File: src/sv/dtq_pkg.sv
`timescale 1ns / 1ps
// ----------------------------------------------------------------------------
// dtq_pkg: shared types and constants of the delta timer queue
// Capacity, operation and status codes, entry and walk-token types.
// ----------------------------------------------------------------------------
package dtq_pkg;

  localparam int CAPACITY = 16;
  localparam int CNT_W    = $clog2(CAPACITY + 1);

  localparam logic OP_INSERT = 1'b0;
  localparam logic OP_REMOVE = 1'b1;

  localparam logic [1:0] ST_OK        = 2'd0;
  localparam logic [1:0] ST_FULL      = 2'd1;
  localparam logic [1:0] ST_NOT_FOUND = 2'd2;

  typedef struct packed {
    logic [15:0] d;
    logic [7:0]  h;
    logic [15:0] a;
  } entry_t;

  typedef struct packed {
    logic             vld;
    logic             op;
    logic [15:0]      rank;
    logic [7:0]       hid;
    logic [15:0]      arg;
    logic [CNT_W-1:0] cnt;
    logic             placed;
    logic             found;
    logic [15:0]      acc;
    logic [15:0]      sum;
    entry_t           carry;
    entry_t           head;
    entry_t           last;
  } wave_t;

  typedef struct packed {
    logic [1:0]       status;
    entry_t           head;
    entry_t           last;
    logic [15:0]      sum;
    logic [CNT_W-1:0] cnt;
  } result_t;

endpackage

File: src/sv/dtq_cell.sv
`timescale 1ns / 1ps
// ----------------------------------------------------------------------------
// dtq_cell: one slot of the delta queue
// Holds one entry and updates it as the walk token passes, then hands the
// token on to the next slot through a register.
// ----------------------------------------------------------------------------
module dtq_cell import dtq_pkg::*; (
  input  logic             clk,
  input  logic             rst_n,
  input  logic [CNT_W-1:0] cell_idx,
  input  wave_t            wave_in,
  input  entry_t           next_ent,
  output entry_t           ent,
  output wave_t            wave_out
);

  entry_t           ent_r;
  entry_t           ent_nxt;
  wave_t            wave_r;
  wave_t            wave_nxt;
  logic             occ;
  logic             full;
  logic             has_next;
  logic             hit;
  logic             take;
  logic             in_new;
  logic [16:0]      acc_sum;
  logic [15:0]      nd;
  logic [CNT_W-1:0] idx_p1;

  always_comb begin
    wave_nxt = wave_in;
    ent_nxt  = ent_r;
    occ      = cell_idx < wave_in.cnt;
    full     = wave_in.cnt == CNT_W'(CAPACITY);
    idx_p1   = cell_idx + CNT_W'(1);
    has_next = idx_p1 < wave_in.cnt;
    acc_sum  = {1'b0, wave_in.acc} + {1'b0, ent_r.d};
    nd       = wave_in.rank - wave_in.acc;
    hit      = 1'b0;
    take     = 1'b0;
    in_new   = 1'b0;
    if (wave_in.op == OP_INSERT) begin
      if (!full) begin
        if (occ) begin
          if (!wave_in.placed) begin
            if (acc_sum > {1'b0, wave_in.rank}) begin
              ent_nxt          = '{d: nd, h: wave_in.hid, a: wave_in.arg};
              wave_nxt.carry   = '{d: ent_r.d - nd, h: ent_r.h, a: ent_r.a};
              wave_nxt.placed  = 1'b1;
            end else begin
              wave_nxt.acc = acc_sum[15:0];
            end
          end else begin
            ent_nxt        = wave_in.carry;
            wave_nxt.carry = ent_r;
          end
        end else if (cell_idx == wave_in.cnt) begin
          ent_nxt = wave_in.placed ? wave_in.carry
                                   : entry_t'{d: nd, h: wave_in.hid, a: wave_in.arg};
          wave_nxt.placed = 1'b1;
        end
      end
      in_new = full ? occ : (cell_idx <= wave_in.cnt);
    end else begin
      if (occ) begin
        hit  = !wave_in.found && (ent_r.h == wave_in.hid);
        take = wave_in.found || hit;
        if (take) begin
          wave_nxt.found = 1'b1;
          if (has_next) begin
            ent_nxt = '{d: next_ent.d + (hit ? ent_r.d : 16'd0),
                        h: next_ent.h, a: next_ent.a};
          end
        end
      end
      in_new = occ && (has_next || !take);
    end
    if (in_new) begin
      wave_nxt.sum  = wave_in.sum + ent_nxt.d;
      wave_nxt.last = ent_nxt;
      if (cell_idx == '0) begin
        wave_nxt.head = ent_nxt;
      end
    end
  end

  always_ff @(posedge clk) begin
    if (wave_in.vld) begin
      ent_r <= ent_nxt;
    end
  end

  always_ff @(posedge clk) begin
    if (!rst_n) begin
      wave_r.vld <= 1'b0;
    end else begin
      wave_r <= wave_nxt;
    end
  end

  assign ent      = ent_r;
  assign wave_out = wave_r;

endmodule

File: config.mk
export PLATFORM = sky130hd
export DESIGN_NAME = dtq_cell
export DESIGN_NICKNAME = d
export VERILOG_FILES = /design/src/sv/dtq_pkg.sv /design/src/sv/dtq_cell.sv
export SDC_FILE = /design/constraint.sdc
export NUM_CORES = 1
export LEC_CHECK = 0
export BUFFER_PORTS_ARGS = -buffer_cell sky130_fd_sc_hd__buf_4
export CAP_MARGIN = 0
export CORE_AREA = 2 2 191 193
export CTS_CLUSTER_SIZE = 30
export DETAILED_ROUTE_END_ITERATION = 8
export DIE_AREA = 0 0 193 195
export GPL_TIMING_DRIVEN = 0
export PLACE_DENSITY = 0.73
export SLEW_MARGIN = 20
export SYNTH_ARGS = -nofsm -noshare
export SYNTH_HDL_FRONTEND = slang
export SYNTH_SLANG_ARGS = --single-unit
File: constraint.sdc
create_clock -name clk -period 7.1 [get_ports clk]
set_clock_uncertainty 0.1 [all_clocks]
set_input_delay 0.71 -clock clk [delete_from_list [all_inputs] [get_ports clk]]
set_output_delay 0.71 -clock clk [all_outputs]
set_load 0.01 [all_outputs]
# Yosys cells after proc, flatten, opt, wreduce, memory -nomap -nowiden
# Index checks and enable logic that the tools add are counted.
# word_totals
ff_bits	241
wordCells	79
latch_bits	0
rom_bits	0
n_memories	0
output_inout_bits	241
in_bits	248
ram_bits	0
# op_classes
add_sub_neg	6
div	0
n_lt_le_gt_ge	4
shift	0
n_bitwise	0
n_eq_ne	3
reduce_logical	7
multipliers	0
mux	37
# op_table
op	count
40-bit two-way mux	16
16-bit two-way mux	7
80-bit two-way mux	1
16-bit adder	2
16-bit subtractor	2
16-bit by 16-bit adder with 17-bit output	1
17-bit by 16-bit > comparator with 1-bit output	1
1-bit two-way mux	13
5-bit < comparator	2
8-bit equality test	1
5-bit by 1-bit adder with 5-bit output (second input constant)	1
5-bit equality test	1
5-bit equality test (second input constant)	1
5-bit less-or-equal comparator	1
5-bit zero test	1
1-bit logical AND	2
1-bit zero test	2
1-bit logical OR	2

# Longest topological paths before layout
# Gate-level depths: netlist (run 1).
# logic_depth
depth_word	10
depth_mapped	32
mapped_depth_nobuf	32

# Least setup slack after synthesis (run 1)
# Ideal clock, no wire load.
# synth_timing
path_kind	input -> register
from	input port wave_in[136] (netlist bit)
to	register wave_r, in the netlist wave_out[135], data pin
path_slack_ps	131
setup_ps	258
path_buffers	0
arrival_ps	6611
required_time_ps	6742
stages	30
cell_sequence	ha_1 fa_1 a211oi_1 o211ai_1 and3_1 o21a_1 nor2_1 xnor2_1 ha_1 a211oi_1 o21bai_1 a21o_1 a21o_1 o41ai_2 nand3_1 o21ai_0 nor3_1 a221oi_1 inv_1 ha_1 a211oi_1 o21ai_0 a21oi_1 nor2b_1 o21ai_0 a211oi_1 o211ai_1 and3b_1 mux2i_1 xnor2_1
# synth_lines
element	line_no	source
start, declared	dtq_cell.sv:11	input wave_t wave_in,
end signal, assigned	dtq_cell.sv:98	wave_r <= wave_nxt;
end, declared	dtq_cell.sv:19	wave_t wave_r;

==> parameters.txt, run 1 <==
Parameter                              Value

Flow run
  Total of max-cap violations ... 0

Setup path
  CP peak stage delay ... between 0.5 and 0.6 ns
  Data required time at the worst endpoint ... 7.31 ns
  Setup Crit Path Kind ... flip-flop to flip-flop
  Critical path capture point ... wave_out[134]
  Worst setup EP type ... flip-flop
  Kind of start point of the critical path ... flip-flop
  R2R Path End ... wave_out[134]
  R2r setup slk ... between 0.09 and 0.1 ns
  Length in cells of the worst reg-to-reg path ... 31
  Worst-path maximum fanout ... 4
  Reg2reg start ... ent[25]
  Launching instance or port of the critical path ... ent[25]
  Cell with the largest stage delay on the worst path ... edfxtp_1
  Arrival time at the worst endpoint ... ~7.2 ns

Layout
  Layout Nets ... 2417
  Final std cells w/o fill ... about 2500
  Fraction of final layout cells with drive strength greater than 1 ... 0.3499
  Signed area change from the synthesized netlist to the final layout ... 38.62%

STA
  Hold violation total from the final report ... 0
  Period minus WS final ... about 7 ns
  Worst-Margin Slew ... roughly 1.1 ns
  Final slew viol count ... 0
  Final setup violation count ... 0
  Final period utilization ... 0.9870
  Worst slew slack as a fraction of its limit ... 0.2531
  Unrepaired setup endpoints after global routing ... true
  Final-layout worst hold slack ... about 0.22 ns
  Final critical-path setup slack ... between 0.09 and 0.1 ns
  Achievable Freq ... ~140 MHz

Global route
  Leftover overflow at the end of global routing ... 0
  Overall routing resource usage ... 0.3217
  Pin count of the biggest net entering global routing ... between 100 and 150
  Via count of the first global-routing pass ... about 15000
  Initial antenna violation count ... 9
  First-pass GRT wire length ... approximately 90 mm

Logic synthesis
  Cell accounting for the most synthesized area ... edfxtp_1
  Compound-Gate Fraction of Synth Area ... 0.1789
  #FFs+latches synth ... about 240
  Cell types occupying the most area after synthesis ... edfxtp_1 46%, ha_1 8.5%, mux2_2 5.9%
  Most numerous cell in the Yosys netlist ... edfxtp_1
  Post-synthesis share of cell area spent on full adders, half adders and majority gates ... 0.09143
  Number of nets produced by synthesis ... ~1900
  Sequential element share of the synthesized area ... 0.4632
  XOR/XNOR share of the synthesized area ... 0.04379
  Post-synth design cell area ... about 0.016 mm^2
  Fraction of post-synthesis cell area in the top cell type by area ... 0.4619
  Number of instances in the synthesized netlist ... between 1000 and 1500
  Async set-reset flop share out of synthesis ... 0
  Most instantiated cells after synthesis ... 240 x edfxtp_1, 145 x o21ai_0, 144 x nand2_1, 106 x ha_1, 92 x a21oi_1
  Simple logic cell fraction of the synthesized area ... 0.1104
  Mux contribution to synthesized area ... 0.07539
  Number of flops mapped to enable cells by yosys ... 240
  Leading register cell type out of synthesis ... edfxtp_1
  Synth warnings ... 0
  Mapped Avg Cell Area ... between 10 and 15 um^2
  Distinct cells, synth ... ~70
  Combinational family with the most area after synthesis ... compound AO/OA/AOI/OAI gates

Die
  Number of standard-cell rows in the floorplan ... between 60 and 70
  Floorplan die area ... between 0.03 and 0.04 mm^2
  Starting Density ... 0.4408
  Overall die height ... between 150 and 200 um
  Core area ... 0.03540 mm^2
  Top Ports ... around 500
  Die width ... between 150 and 200 um

Pwr
  Power Dens Cells ... 260.6 mW/mm^2
  Worst IR Drop VDD ... ~170 uV
  Final Power ... 5.636 mW
  Leakage power figure ... around 9.3 nW

Placed design
  Cells after DPL ... roughly 2400
  Detailed-placement wirelength estimate ... about 50 mm
  IO buf count ... 488
  Routability congestion estimate from global placement ... between 0.9 and 1
  Pre-CTS worst setup slack ... -2.312 ns

Clock network
  Root Driver ... clkbuf_16
  TritonCTS clock tree ... done
  Insertion delay of the later-clocked pin in the worst-skew pair ... roughly 0.58 ns
  H-tree Lvls ... 1
  Clock buffer count from CTS ... 28
  Clock Sinks ... 241
  Maximum clock path buffer count ... 3
  Hold Buf Count CTS ... 0
  Post-CTS clock slew at the launch and capture registers of the worst setup and hold paths ... approximately 0.07 ns

Routing
  Count of unresolved DRC violations after routing ... 0
  Average routed wire per standard cell ... ~25 um
  Remaining antenna violation count after routing ... 0
  Routed via count ... between 15000 and 20000
  First-pass DRT Iterations ... 6
  Drt total wl ... roughly 64 mm
  Per-cell via count in the routed design ... about 6.0
  Initial drt markers ... approximately 1700

Status
  Run status ... completed

Min path
  Class of the most critical hold timing path ... input pin to flip-flop
-- worst max-delay path: cells and delay by family (launching register included) --
| family | cells | cell delay (ns) |
|---|---|---|
| xor+xnor | 2 | 0.26 |
| buf+inv | 3 | 0.47 |
| simple gates | 6 | 1.00 |
| fa+ha+maj | 3 | 0.98 |
| compound gates | 17 | 3.44 |
| flops | 1 | 0.52 |
-- how the worst min path moves through the flow --
| stage | end | cells after the start | from |
|---|---|---|---|
| after global placement | wave_out[93] | 1 | ent[13] |
| after detailed placement | wave_out[80] | 1 | ent[0] |
| after CTS | wave_out[159] | 1 | wave_in[159] |
| final | wave_out[159] | 1 | wave_in[159] |
| after global routing | wave_out[159] | 1 | wave_in[159] |
| after floorplan | wave_out[80] | 1 | ent[0] |
-- cell type report --
type	instances	area, um^2
clock inverter	17	202.7
sequential	241	7227
multi-input combinational	1105	8207
fill	2998	13770
timing repair buffer	532	4066
buffer	61	270.3
antenna	9	22.52
clock buffer	33	719.4
inverter	89	334.1
tap	461	576.8
-- kinds of logic after synthesis --
| logic type | Yosys count |
|---|---|
| compound gates | 441 |
| xor+xnor | 78 |
| fa+ha+maj | 111 |
| buf+inv | 150 |
| flops | 241 |
| mux | 106 |
| simple gates | 369 |
-- power breakdown --
| part | internal, mW | total (mW) | switching (mW) |
|---|---|---|---|
| clock | 0.867 | 1.47 | 0.603 |
| combinational | 0.996 | 2.27 | 1.27 |
| sequential | 1.79 | 1.90 | 0.115 |
-- metrics by stage --
step                      setup TNS [ns]  area (um^2)  utilization
after floorplan                        0        15600            -
after global placement            -26.93        19840       0.5606
after detailed placement          -24.54        19920       0.5629
after CTS                              0        21220       0.5994
after global routing             -0.3369        21620       0.6107
final                                  0        21630       0.6110
-- cells in the final DEF (no fill, tap or decap), drive strengths merged, types with 26 or more instances in the layout --
cell type	n
edfxtp	240
nor2	73
o21ai	148
buf	540
inv	88
mux2	82
a21oi	92
ha	106
o22ai	30
xnor2	37
xor2	41
a21o	28
nor3	26
nand2	144
nand3	40
clkbuf	86
-- sequential cells by signal, indices dropped and copies added (netlist names) --
name      cells
ent          40
wave_out    201
-- layer usage --
layer / GRT usage / up-vias / routed length (um)
li1: - / 6778 / -
met1: 0.3961 / 7336 / 24100
met2: 0.5333 / 898 / 30000
met3: 0.08106 / 199 / 6502
met4: 0.1383 / 4 / 3264
met5: 0 / - / 23
-- repair_timing --
action                     4_1_cts  5_1_grt
resized for setup               45       50
pin swaps                       12       51
setup endpoints to repair       16        8
setup buffers                   20       21
(Power assumes the default switching activity.)
==> run 2: changes to the inputs <==
--- a/config.mk
+++ b/config.mk
@@ -12,7 +12,7 @@
 export DETAILED_ROUTE_END_ITERATION = 8
 export DIE_AREA = 0 0 193 195
 export GPL_TIMING_DRIVEN = 0
-export PLACE_DENSITY = 0.73
+export PLACE_DENSITY = 0.75
 export SLEW_MARGIN = 20
 export SYNTH_ARGS = -nofsm -noshare
 export SYNTH_HDL_FRONTEND = slang
==> run 2 against run 1 <==
Net effect:
- critical endpoint is now wave_out[135]
- clock power hardly changed
- count of clock-buffer cells in the layout is 2 higher
- highest routed layer unchanged
- largest cell class unchanged
- fmax is 0.61% lower
- via count is 0.72% lower
==> parameters.txt, run 2 (same netlist as run 1, synthesis figures left out) <==
Parameter                              Value

Setup path
  Reg2reg start ... ent[24]
  Worst setup EP type ... flip-flop
  R2R Path End ... wave_out[135]
  Kind of start point of the critical path ... flip-flop
  Data required time at the worst endpoint ... 7.33 ns (+0.02 ns)
  Launching instance or port of the critical path ... ent[24]
  CP peak stage delay ... 0.46 ns (-0.06 ns)
  Largest delay contributor family on the critical path ... compound AO/OA/AOI/OAI gates
  R2r setup slk ... 0.05 ns (-0.04 ns)
  Setup Crit Path Kind ... flip-flop to flip-flop
  Arrival time at the worst endpoint ... 7.28 ns (+0.06 ns)
  Worst-path maximum fanout ... 10 (+6)
  Cell with the largest stage delay on the worst path ... edfxtp_1
  Length in cells of the worst reg-to-reg path ... 31 (unchanged)
  CP Buf/Inv Count ... 3 (unchanged)

STA
  Period minus WS final ... 7.051 ns (+0.04284 ns)
  Final period utilization ... 0.9931 (+0.006034)
  Worst-Margin Slew ... 1.153 ns (+0.04035 ns)
  Final slew viol count ... 0 (unchanged)
  Hold violation total from the final report ... 0 (unchanged)
  Final setup violation count ... 0 (unchanged)
  Final critical-path setup slack ... 0.04924 ns (-0.04284 ns)
  Achievable Freq ... 141.8 MHz (-0.61%)
  Worst slew slack as a fraction of its limit ... 0.2253 (-0.02784)

Layout
  Final std cells w/o fill ... 2539 (-0.35%)
  Finished Cell Area ... 0.02146 mm^2 (-0.75%)
  Signed area change from the synthesized netlist to the final layout ... 37.58%
  Layout Nets ... 2409 (-0.33%)
  Fraction of final layout cells with drive strength greater than 1 ... 0.3456 (-0.004296)
  Max FFs per register ... 201 (unchanged)
  Fill cell instance count of the final layout ... 2959 (-1.3%)
  Most frequent standard cell in the layout excluding fill and tap cells ... buf_4
  Commonest cells after routing, fill and taps aside ... 524 x buf_4, 240 x edfxtp_1, 143 x nand2_1, 136 x o21ai_0, 101 x ha_1

Routing
  Average routed wire per standard cell ... 24.82 um (-0.99%)
  Drt total wl ... 63.03 mm (-1.3%)
  Per-cell via count in the routed design ... 5.949 (-0.37%)
  Initial drt markers ... 1750 (+1.5%)
  Routed via count ... 15105 (-0.72%)
  First-pass DRT Iterations ... 5 (-1)
  Remaining antenna violation count after routing ... 0 (unchanged)
  Count of unresolved DRC violations after routing ... 0 (unchanged)

Global route
  Via count of the first global-routing pass ... 14872 (+1.7%)
  Pin count of the biggest net entering global routing ... 95 (-5.9%)
  Initial antenna violation count ... 7 (-2)
  Overall routing resource usage ... 0.3199 (-0.001817)
  Leftover overflow at the end of global routing ... 0 (unchanged)
  First-pass GRT wire length ... 90.07 mm (+0.16%)

Min path
  Hold worst-path end ... wave_out[159]
  Class of the most critical hold timing path ... input pin to flip-flop
  Launch instance of the worst min-delay path ... wave_in[159]
  Number of cells on the worst hold path ... 1 (unchanged)

Clock network
  Clock Sinks ... 241 (unchanged)
  Insertion delay of the later-clocked pin in the worst-skew pair ... 0.58 ns (about the same)
  H-tree Lvls ... 1 (unchanged)
  Clock buffer count from CTS ... 28 (unchanged)
  Root Driver ... clkbuf_16
  Post-CTS clock slew at the launch and capture registers of the worst setup and hold paths ... 0.06 ns (about the same)
  Hold Buf Count CTS ... 0 (unchanged)
  TritonCTS clock tree ... done
  Maximum clock path buffer count ... 3 (unchanged)

Die
  Top Ports ... 489 (unchanged)
  Starting Density ... 0.4408 (unchanged)
  Die width ... 193 um (unchanged)
  Number of standard-cell rows in the floorplan ... 69 (unchanged)
  Floorplan die area ... 0.03764 mm^2 (unchanged)
  Overall die height ... 195 um (unchanged)
  Core area ... 0.03540 mm^2 (unchanged)

Pwr
  Power Dens Cells ... 257.3 mW/mm^2 (-1.3%)
  Final Power ... 5.523 mW (-2.0%)
  Worst IR Drop VDD ... 194.0 uV (+16%)
  Leakage power figure ... 9.226 nW (-0.68%)

Placed design
  Routability congestion estimate from global placement ... 0.9474 (+0.34%)
  IO buf count ... 488 (unchanged)
  Cells after DPL ... 2447 (-0.041%)
  Instance area at placement ... 0.01991 mm^2 (about the same)
  Pre-CTS worst setup slack ... -2.261 ns (+0.05097 ns)
  Detailed-placement wirelength estimate ... 49.50 mm (about the same)

Flow run
  Total of max-cap violations ... 0 (unchanged)

Status
  Run status ... completed
run 2: metal layers:
layer	vias to the layer above	global-route usage	wire (um)
met3	161	0.08645	6731
met4	2	0.1198	2412
li1	6759	-	-
met2	926	0.5343	30160
met1	7257	0.3938	23710
met5	-	0	14
run 2: power breakdown:
part           total, mW  switching, mW  internal (mW)  leakage, nW
Combinational       2.19           1.25          0.935         6.44
Clock               1.44          0.631          0.805        0.423
Sequential          1.90          0.114           1.78         2.36
run 2: stage by stage:
step / TNS (ns) / utilization / hold slack [ns]
after floorplan: 0 / - / 0.5655
after global placement: -23.69 / 0.5606 / 0.5233
after detailed placement: -25.98 / 0.5625 / 0.5279
after CTS: -0.02945 / 0.5983 / 0.1973
after global routing: -0.4558 / 0.6063 / 0.2012
final: 0 / 0.6064 / 0.2164
run 2: layout make-up:
cell class                 instances  area, um^2  share of cell area
timing repair buffer             524        3981              0.1855
buffer                            61       252.7             0.01177
antenna                            6       15.01           0.0006995
clock buffer                      35       726.9             0.03387
multi-input combinational       1105        8187              0.3814
clock inverter                    17       163.9            0.007636
sequential                       241        7227              0.3367
tap                              461       576.8             0.02687
inverter                          89       334.1             0.01556
run 2: worst max-delay path by stage:
stage	endpoint	slack, ns	cells past startpoint
2_1_floorplan	wave_out[135]	0.13	30
5_1_grt	wave_out[135]	-0.21	31
3_5_place_dp	wave_out[135]	-2.26	31
3_3_place_gp	wave_out[135]	-2.18	31
6_report	wave_out[135]	0.05	31
4_1_cts	wave_out[135]	-0.03	30
run 2: timing repair:
item                       in CTS  in global routing
setup endpoints to repair      15                  8
gates resized for setup        48                 39
buffers inserted               23                 12
pin swaps                      19                 21
